## src/hw/rtl/fqp_pkg.sv

```systemverilog
// shared types and constants of the fastq record parser
package fqp_pkg;

  // limits
  localparam logic [15:0] MAX_SEQ_LEN = 16'hFFFF;
  localparam logic [7:0]  MAX_ID_LEN  = 8'hFF;

  // result kinds
  localparam logic [2:0] KIND_ID   = 3'd0;
  localparam logic [2:0] KIND_BASE = 3'd1;
  localparam logic [2:0] KIND_QUAL = 3'd2;
  localparam logic [2:0] KIND_END  = 3'd3;
  localparam logic [2:0] KIND_ERR  = 3'd4;

  // error codes
  localparam logic [2:0] ERR_NONE       = 3'd0;
  localparam logic [2:0] ERR_NO_AT      = 3'd1;
  localparam logic [2:0] ERR_SEQ_AT     = 3'd2;
  localparam logic [2:0] ERR_QUAL_LONG  = 3'd3;
  localparam logic [2:0] ERR_QUAL_SHORT = 3'd4;
  localparam logic [2:0] ERR_EARLY_END  = 3'd5;
  localparam logic [2:0] ERR_ID_LONG    = 3'd6;
  localparam logic [2:0] ERR_SEQ_LONG   = 3'd7;

  // result queue
  localparam int FIFO_DEPTH = 4;
  localparam int FIFO_AW    = $clog2(FIFO_DEPTH);
  localparam int FIFO_CW    = $clog2(FIFO_DEPTH + 1);

  typedef struct packed {
    logic [7:0] in_byte;
    logic       end_of_input;
  } fqp_in_t;

  typedef struct packed {
    logic [2:0]  out_kind;
    logic [7:0]  out_byte;
    logic [15:0] out_length;
    logic [2:0]  out_error;
    logic        out_last;
  } fqp_out_t;

  // results of one byte, handed from the parser core to the result queue
  typedef struct packed {
    logic [1:0] cnt;
    fqp_out_t   res0;
    fqp_out_t   res1;
  } fqp_push_t;

endpackage

```

## src/hw/rtl/fastq_record_parser_top.sv

```systemverilog
// top level of the fastq record parser
// Takes one FASTQ byte (or an end-of-input mark) per transfer on the in_
// channel and returns identifier bytes, bases, quality bytes, record ends
// with their sequence length, and error codes on the out_ channel, each
// result with out_last set on the final result of its byte. A byte is
// taken in every cycle in which in_stall is low: it sits in the input
// register while the parser core decides its results and the next parser
// state, and those results are written into a four-entry result queue.
// The queue drains one result per cycle while out_stall is low, which
// sets the sustained rate: one byte per cycle, except that an identifier
// byte following an interior whitespace run yields two results (a space
// and the byte) and so takes an extra output slot. in_stall rises only
// when the queue lacks room for two more results. After an error the
// parser stays silent until the end-of-input mark, which closes the
// record and returns the parser to its reset state.
module fastq_record_parser_top (
  input  logic              clk,
  input  logic              rst_n,
  input  logic              in_valid,
  output logic              in_stall,
  input  fqp_pkg::fqp_in_t  in_data,
  output logic              out_valid,
  input  logic              out_stall,
  output fqp_pkg::fqp_out_t out_data
);
  import fqp_pkg::*;

  // input register
  logic      in_valid_r;
  fqp_in_t   in_item_r;
  logic      room;
  logic      advance;
  fqp_push_t push;

  // the held byte moves into the core when the queue can take both results
  assign advance  = in_valid_r && room;
  assign in_stall = in_valid_r && !room;

  always_ff @(posedge clk) begin
    if (!rst_n) begin
      in_valid_r <= 1'b0;
    end else if (!in_stall) begin
      in_valid_r <= in_valid;
    end
  end

  // payload holds no reset
  always_ff @(posedge clk) begin
    if (!in_stall && in_valid) in_item_r <= in_data;
  end

  fqp_core u_core (
    .clk     (clk),
    .rst_n   (rst_n),
    .advance (advance),
    .item    (in_item_r),
    .push    (push)
  );

  fqp_out_fifo u_fifo (
    .clk       (clk),
    .rst_n     (rst_n),
    .push      (push),
    .room      (room),
    .out_valid (out_valid),
    .out_stall (out_stall),
    .out_data  (out_data)
  );

  a_push_only_on_advance: assert property (@(posedge clk) disable iff (!rst_n)
    !advance |-> push.cnt == 2'd0)
    else $error("results pushed without a byte in the core");

  a_stall_means_held: assert property (@(posedge clk) disable iff (!rst_n)
    in_stall |=> in_valid_r)
    else $error("input register lost its byte while stalled");

  a_first_take: assert property (@(posedge clk) disable iff (!rst_n)
    in_valid && !in_stall |=> in_valid_r)
    else $error("transfer did not load the input register");

endmodule

```

## src/hw/rtl/fqp_core.sv

```systemverilog
// parser state and per-byte next-state and result logic
module fqp_core (
  input  logic            clk,
  input  logic            rst_n,
  input  logic            advance,
  input  fqp_pkg::fqp_in_t item,
  output fqp_pkg::fqp_push_t push
);
  import fqp_pkg::*;

  typedef enum logic [2:0] {
    PH_WAIT,
    PH_ID,
    PH_SEQ,
    PH_QUAL,
    PH_ERR
  } phase_t;

  phase_t      phase_r, phase_nxt;
  logic        lhc_r, lhc_nxt;          // line has content
  logic        skip_r, skip_nxt;
  logic        pend_r, pend_nxt;        // pending interior space
  logic [15:0] seq_r, seq_nxt;
  logic [15:0] qual_r, qual_nxt;
  logic [7:0]  id_r, id_nxt;
  logic        rep_r, rep_nxt;          // record end already reported
  logic        qla_r, qla_nxt;          // quality line started with '@'
  fqp_push_t   push_c;

  function automatic fqp_out_t mk(input logic [2:0] kind, input logic [7:0] b,
                                  input logic [15:0] len, input logic [2:0] err);
    fqp_out_t r;
    r.out_kind   = kind;
    r.out_byte   = b;
    r.out_length = len;
    r.out_error  = err;
    r.out_last   = 1'b0;
    return r;
  endfunction

  always_comb begin
    logic [7:0] b;
    logic       ws;
    logic       first;
    logic       sp;
    logic [8:0] id_sum;
    logic       qla_eff;
    b       = item.in_byte;
    ws      = (b == 8'h20) || (b == 8'h09) || (b == 8'h0B) || (b == 8'h0C) || (b == 8'h0D);
    first   = !lhc_r;
    sp      = pend_r && (id_r != 8'd0);
    id_sum  = {1'b0, id_r} + (sp ? 9'd2 : 9'd1);
    qla_eff = first ? (b == "@") : qla_r;

    phase_nxt = phase_r;
    lhc_nxt   = lhc_r;
    skip_nxt  = skip_r;
    pend_nxt  = pend_r;
    seq_nxt   = seq_r;
    qual_nxt  = qual_r;
    id_nxt    = id_r;
    rep_nxt   = rep_r;
    qla_nxt   = qla_r;
    push_c    = '0;

    if (item.end_of_input) begin
      if (phase_r == PH_ID || phase_r == PH_SEQ) begin
        push_c.cnt  = 2'd1;
        push_c.res0 = mk(KIND_ERR, 8'd0, 16'd0, ERR_EARLY_END);
      end else if (phase_r == PH_QUAL) begin
        if (qual_r != seq_r) begin
          push_c.cnt  = 2'd1;
          push_c.res0 = mk(KIND_ERR, 8'd0, 16'd0, ERR_QUAL_SHORT);
        end else if (!rep_r) begin
          push_c.cnt  = 2'd1;
          push_c.res0 = mk(KIND_END, 8'd0, seq_r, ERR_NONE);
        end
      end
      phase_nxt = PH_WAIT;
      lhc_nxt   = 1'b0;
      skip_nxt  = 1'b0;
      pend_nxt  = 1'b0;
      seq_nxt   = '0;
      qual_nxt  = '0;
      id_nxt    = '0;
      rep_nxt   = 1'b0;
      qla_nxt   = 1'b0;
    end else if (b == 8'h0A) begin
      if (phase_r != PH_ERR) begin
        if (phase_r == PH_ID) begin
          phase_nxt = PH_SEQ;
        end else if (phase_r == PH_QUAL && qual_r == seq_r && !rep_r) begin
          rep_nxt     = 1'b1;
          push_c.cnt  = 2'd1;
          push_c.res0 = mk(KIND_END, 8'd0, seq_r, ERR_NONE);
        end
        lhc_nxt  = 1'b0;
        skip_nxt = 1'b0;
        pend_nxt = 1'b0;
      end
    end else if (phase_r != PH_ERR && !skip_r) begin
      if (ws) begin
        if (lhc_r) pend_nxt = 1'b1;
      end else begin
        lhc_nxt = 1'b1;
        if (first && b == "#") begin
          skip_nxt = 1'b1;
        end else begin
          pend_nxt = 1'b0;
          unique case (phase_r)
            PH_WAIT: begin
              if (b == "@") begin
                phase_nxt = PH_ID;
                id_nxt    = '0;
                seq_nxt   = '0;
                qual_nxt  = '0;
                rep_nxt   = 1'b0;
              end else begin
                phase_nxt   = PH_ERR;
                push_c.cnt  = 2'd1;
                push_c.res0 = mk(KIND_ERR, 8'd0, 16'd0, ERR_NO_AT);
              end
            end
            PH_ID: begin
              if (id_sum > {1'b0, MAX_ID_LEN}) begin
                phase_nxt   = PH_ERR;
                push_c.cnt  = 2'd1;
                push_c.res0 = mk(KIND_ERR, 8'd0, 16'd0, ERR_ID_LONG);
              end else begin
                if (sp) begin
                  push_c.cnt  = 2'd2;
                  push_c.res0 = mk(KIND_ID, 8'h20, 16'd0, ERR_NONE);
                  push_c.res1 = mk(KIND_ID, b, 16'd0, ERR_NONE);
                end else begin
                  push_c.cnt  = 2'd1;
                  push_c.res0 = mk(KIND_ID, b, 16'd0, ERR_NONE);
                end
                id_nxt = id_sum[7:0];
              end
            end
            PH_SEQ: begin
              if (first && b == "@") begin
                phase_nxt   = PH_ERR;
                push_c.cnt  = 2'd1;
                push_c.res0 = mk(KIND_ERR, 8'd0, 16'd0, ERR_SEQ_AT);
              end else if (first && b == "+") begin
                phase_nxt = PH_QUAL;
                qual_nxt  = '0;
                rep_nxt   = 1'b0;
                skip_nxt  = 1'b1;
              end else if (seq_r >= MAX_SEQ_LEN) begin
                phase_nxt   = PH_ERR;
                push_c.cnt  = 2'd1;
                push_c.res0 = mk(KIND_ERR, 8'd0, 16'd0, ERR_SEQ_LONG);
              end else begin
                push_c.cnt  = 2'd1;
                push_c.res0 = mk(KIND_BASE, b, 16'd0, ERR_NONE);
                seq_nxt     = seq_r + 16'd1;
              end
            end
            PH_QUAL: begin
              if (first) qla_nxt = qla_eff;
              if (first && qual_r == seq_r) begin
                if (b == "@") begin
                  phase_nxt = PH_ID;
                  id_nxt    = '0;
                  seq_nxt   = '0;
                  qual_nxt  = '0;
                  rep_nxt   = 1'b0;
                end else begin
                  phase_nxt   = PH_ERR;
                  push_c.cnt  = 2'd1;
                  push_c.res0 = mk(KIND_ERR, 8'd0, 16'd0, ERR_QUAL_LONG);
                end
              end else if (qual_r >= seq_r) begin
                phase_nxt   = PH_ERR;
                push_c.cnt  = 2'd1;
                push_c.res0 = mk(KIND_ERR, 8'd0, 16'd0,
                                 qla_eff ? ERR_QUAL_SHORT : ERR_QUAL_LONG);
              end else begin
                push_c.cnt  = 2'd1;
                push_c.res0 = mk(KIND_QUAL, b, 16'd0, ERR_NONE);
                qual_nxt    = qual_r + 16'd1;
              end
            end
            default: begin
            end
          endcase
        end
      end
    end

    // mark the final result of this byte
    if (push_c.cnt == 2'd1) push_c.res0.out_last = 1'b1;
    if (push_c.cnt == 2'd2) push_c.res1.out_last = 1'b1;
    if (!advance) push_c.cnt = 2'd0;
  end

  assign push = push_c;

  always_ff @(posedge clk) begin
    if (!rst_n) begin
      phase_r <= PH_WAIT;
      lhc_r   <= 1'b0;
      skip_r  <= 1'b0;
      pend_r  <= 1'b0;
      seq_r   <= '0;
      qual_r  <= '0;
      id_r    <= '0;
      rep_r   <= 1'b0;
      qla_r   <= 1'b0;
    end else if (advance) begin
      phase_r <= phase_nxt;
      lhc_r   <= lhc_nxt;
      skip_r  <= skip_nxt;
      pend_r  <= pend_nxt;
      seq_r   <= seq_nxt;
      qual_r  <= qual_nxt;
      id_r    <= id_nxt;
      rep_r   <= rep_nxt;
      qla_r   <= qla_nxt;
    end
  end

  a_pair_is_space: assert property (@(posedge clk) disable iff (!rst_n)
    push.cnt == 2'd2 |-> phase_r == PH_ID && push.res0.out_kind == KIND_ID &&
                        push.res0.out_byte == 8'h20 && !push.res0.out_last &&
                        push.res1.out_last)
    else $error("two results from one byte that is not a spaced id byte");

  a_err_silent: assert property (@(posedge clk) disable iff (!rst_n)
    advance && phase_r == PH_ERR && !item.end_of_input |-> push.cnt == 2'd0)
    else $error("result produced in error state");

  a_qual_bound: assert property (@(posedge clk) disable iff (!rst_n)
    phase_r == PH_QUAL |-> qual_r <= seq_r)
    else $error("quality count beyond sequence length");

endmodule

```

## src/hw/rtl/fqp_out_fifo.sv

```systemverilog
// small result queue taking up to two results per cycle, one out per cycle while out_stall is low
module fqp_out_fifo (
  input  logic               clk,
  input  logic               rst_n,
  input  fqp_pkg::fqp_push_t push,
  output logic               room,
  output logic               out_valid,
  input  logic               out_stall,
  output fqp_pkg::fqp_out_t  out_data
);
  import fqp_pkg::*;

  fqp_out_t             mem_r [FIFO_DEPTH];
  logic [FIFO_AW-1:0]   wr_ptr_r, rd_ptr_r;
  logic [FIFO_CW-1:0]   count_r;
  logic                 pop;

  assign pop       = out_valid && !out_stall;
  assign out_valid = (count_r != '0);
  assign out_data  = mem_r[rd_ptr_r];
  assign room      = (count_r <= FIFO_CW'(FIFO_DEPTH - 2));

  always_ff @(posedge clk) begin
    if (push.cnt != 2'd0) mem_r[wr_ptr_r] <= push.res0;
    if (push.cnt == 2'd2) mem_r[wr_ptr_r + FIFO_AW'(1)] <= push.res1;
  end

  always_ff @(posedge clk) begin
    if (!rst_n) begin
      wr_ptr_r <= '0;
      rd_ptr_r <= '0;
      count_r  <= '0;
    end else begin
      wr_ptr_r <= wr_ptr_r + FIFO_AW'(push.cnt);
      if (pop) rd_ptr_r <= rd_ptr_r + FIFO_AW'(1);
      count_r <= count_r + FIFO_CW'(push.cnt) - FIFO_CW'(pop);
    end
  end

  a_no_overflow: assert property (@(posedge clk) disable iff (!rst_n)
    push.cnt != 2'd0 |-> count_r <= FIFO_CW'(FIFO_DEPTH - 2))
    else $error("result queue written without room");

  a_count_bound: assert property (@(posedge clk) disable iff (!rst_n)
    count_r <= FIFO_CW'(FIFO_DEPTH))
    else $error("result queue count out of range");

  a_count_track: assert property (@(posedge clk) disable iff (!rst_n)
    pop && push.cnt == 2'd0 |=> count_r == $past(count_r) - FIFO_CW'(1))
    else $error("result queue count did not follow a pop");

endmodule

```

## config.mk

```make
export PLATFORM = sky130hd
export DESIGN_NAME = fastq_record_parser_top
export DESIGN_NICKNAME = d
export VERILOG_FILES = /design/src/hw/rtl/fqp_pkg.sv /design/src/hw/rtl/fastq_record_parser_top.sv /design/src/hw/rtl/fqp_core.sv /design/src/hw/rtl/fqp_out_fifo.sv
export SDC_FILE = /design/constraint.sdc
export NUM_CORES = 1
export LEC_CHECK = 0
export ABC_AREA = 1
export BUFFER_PORTS_ARGS = -buffer_cell sky130_fd_sc_hd__buf_2
export CAP_MARGIN = 0
export CORE_MARGIN = 5
export CORE_UTILIZATION = 35
export CTS_BUF_LIST = sky130_fd_sc_hd__clkbuf_8
export CTS_CLUSTER_DIAMETER = 40
export CTS_CLUSTER_SIZE = 20
export DETAILED_ROUTE_END_ITERATION = 12
export GPL_TIMING_DRIVEN = 0
export PLACE_DENSITY_LB_ADDON = 0.2
export SLEW_MARGIN = 25
export SYNTH_ARGS = -nofsm -noshare
export SYNTH_HDL_FRONTEND = slang
export SYNTH_HIERARCHICAL = 1
export SYNTH_SLANG_ARGS = --single-unit
```

## constraint.sdc

```tcl
create_clock -name clk -period 7.2 [get_ports clk]
set_input_delay 1.44 -clock clk [delete_from_list [all_inputs] [get_ports clk]]
set_output_delay 1.44 -clock clk [all_outputs]
set_load 0.02 [all_outputs]
```

==> metrics <==
Root Buffer=clkbuf_8; CTS H-tree depth=4; Worst-path clk slew=100 ps; commonest non-fill, non-tap cell in the layout=nand2_1; Setup crit start kind=flop; Placement Setup Slack=2555 ps; dominant cells by area after synthesis=edfxtp_1, nand2_1, dfxtp_1; FF+latch count, synth=191; clk buf depth=2; most frequent cells in the layout=nand2_1, nor2_1, inv_1; RSZ-0062 raised after global routing=false; number of global-route vias before repair=10,490; Leakage=5.189 nW; Final Worst Setup Slack=2515 ps; worst-skew pair later-pin latency=500 ps; Syn Area/Cell=7.861 um2; TritonCTS Buffers=17; # diodes=0; gp weighted congestion=0.9158; Die Ht=197.7 um; Post-Syn Instances=1,568; largest net degree at the start of global routing=20; drt wl/cell=17.38 um; Final period util=0.6508; net total in the final layout=1,701; Syn. warnings=6; area leader, netlist=edfxtp_1; Yosys cell types=52; critical path endpoint category=flop; Max Fclk=0.2134 GHz; drt via density=5.065; Total GRT Usage=0.1882; CTS tree=built; fin crit period=4686 ps; io pins=46; status=completed; die width=197.7 um; Final Hold Vio Count=0; CTS Sinks=191; final non-filler cell total=2,130; layout cell share with drive strength beyond 1=0.1922; postcts setup bufs=0; antenna viol nets, final=0; final wirelength=37.03 mm; DP HPWL=27.31 mm; # rows=68; first-pass GRT wire length=58.09 mm; FF-to-FF path depth=23; first-pass detailed-route iteration total=6; Syn Std Cell Area=12,330 um2; final number of max-transition violations=0; CP Class=flop to flop; sequential share of the synthesized area=0.4182; # port buffers=45; Post-CTS Hold Fix Bufs=0; Tightest Pin Transition=1037 ps; post-CTS sizing=0; CP Data Required Time=7400 ps; starting density of the core=0.3560; Async SR Flop Fraction=0; Worst slew margin=0.3012; peak supply drop=0.0001351 V; initial antenna violation count=0; TNS Setup=0 ps; CP max FO=11; synth-to-layout area growth=11.75%; count of flip-flops with a built-in enable after synthesis=133; hold path depth=2; PD cells=235.5 nW/um2; Post-route DRC=0; Hold Crit Class=flop to flop; Worst Path Arrival=4890 ps; Starting DRT DRC Count=687; Core ar.=34,630 um2; Final Skew=20.24 ps; final setup vio count=0; Placed Cells=2,098; vias=10,790; Fin Hold WS=461.4 ps; number of fillers in the final layout=3,588; share of the synthesized area in the top cell type=0.3240; DIE AREA=39,070 um2; total grt overflow=0; max cap viols=0; Main synth FF type=edfxtp_1
-- kinds of logic after synthesis --
logic type	after synthesis	synth area share
other	1	0.0003042
AND/OR/NAND/NOR	745	0.2654
AO/OA/AOI/OAI	342	0.1788
adder cells (fa/ha/maj)	26	0.02761
XOR/XNOR	9	0.006395
buffers and inverters	254	0.1032
flip-flops	191	0.4182
-- synth_stat cells (all sizes together), types with 4 or more instances --
master and instances:
o211ai 10, inv 163, nor4 6, ha 24
nand2 373, nor3 22, xor2 8, o31ai 4
dfxtp 58, o21ai 226, clkbuf 22, o22ai 32
nand3 109, nand4 21, nor2 210, buf 67
edfxtp 133, a21oi 57
-- power breakdown --
part / switching [mW] / total (mW) / internal (mW)
logic: 0.826 / 1.19 / 0.364
registers: 0.0574 / 1.31 / 1.25
clock network: 0.453 / 0.745 / 0.292
total: 1.34 / 3.24 / 1.91
-- layout make-up --
class	instances	area, um2	share of cell area
repair buffers	54	337.8	0.02452
flip-flops and latches	191	5155	0.3742
multi-input cells	1144	6033	0.4380
well taps	455	569.3	0.04133
clock inverters	15	173.9	0.01262
clock buffers	17	234.0	0.01698
plain buffers	89	648.1	0.04705
inverters	165	624.3	0.04532
-- state kept, by name, summed over array words and instances (netlist names), named ones only --
name / flops
u_core/phase_r: 3
u_core/pend_r: 1
u_core/id_r: 8
u_core/qual_r: 16
u_fifo/wr_ptr_r: 2
u_core/rep_r: 1
u_core/lhc_r: 1
u_fifo/mem_r: 124
in_valid_r: 1
u_core/seq_r: 16
u_fifo/count_r: 3
in_item_r: 9
u_core/qla_r: 1
u_fifo/rd_ptr_r: 2
u_core/skip_r: 1
-- stage by stage --
step                power [mW]  cell area (um2)    util
floorplan                2.137            12410       -
global placement         2.499            13200  0.3812
detailed placement       2.521            13370  0.3860
CTS                      3.278            13780  0.3978
global route             3.446            13780  0.3978
finish                   3.244            13780  0.3978
-- final timing paths --
check	startpoint	endpoint	slack, ps
worst max-delay path	u_core/id_r[3]	u_fifo/mem_r[3][1]	2510
worst min-delay path	u_core/pend_r	u_core/pend_r	460
worst min register to register	u_core/pend_r	u_core/pend_r	460
worst max register to register	u_core/id_r[3]	u_fifo/mem_r[3][1]	2510
-- metal layers --
layer	routed length [um]	GRT usage
met5	0	0
met4	816	0.06044
met3	2045	0.03019
met2	17630	0.3153
met1	16530	0.2496
-- worst max-delay path, stage by stage (launching register included) --
cell and delay [ps]:
dfxtp_1 390, inv_1 120, nand4_1 100, nor2_1 50, nor2_1 330, inv_1 120, ha_1 240, fa_1 410
nand2_1 120, nor2_1 90, nand3_1 120, nand2_1 140, nor2_1 120, inv_1 90, nor2_1 280, inv_1 170
nor2_1 210, inv_2 110, nor2_8 180, nand3_4 210, buf_6 250, o31ai_4 140, buf_6 220, buf_8 170
No activity file was read; power rests on OpenSTA's default activity.
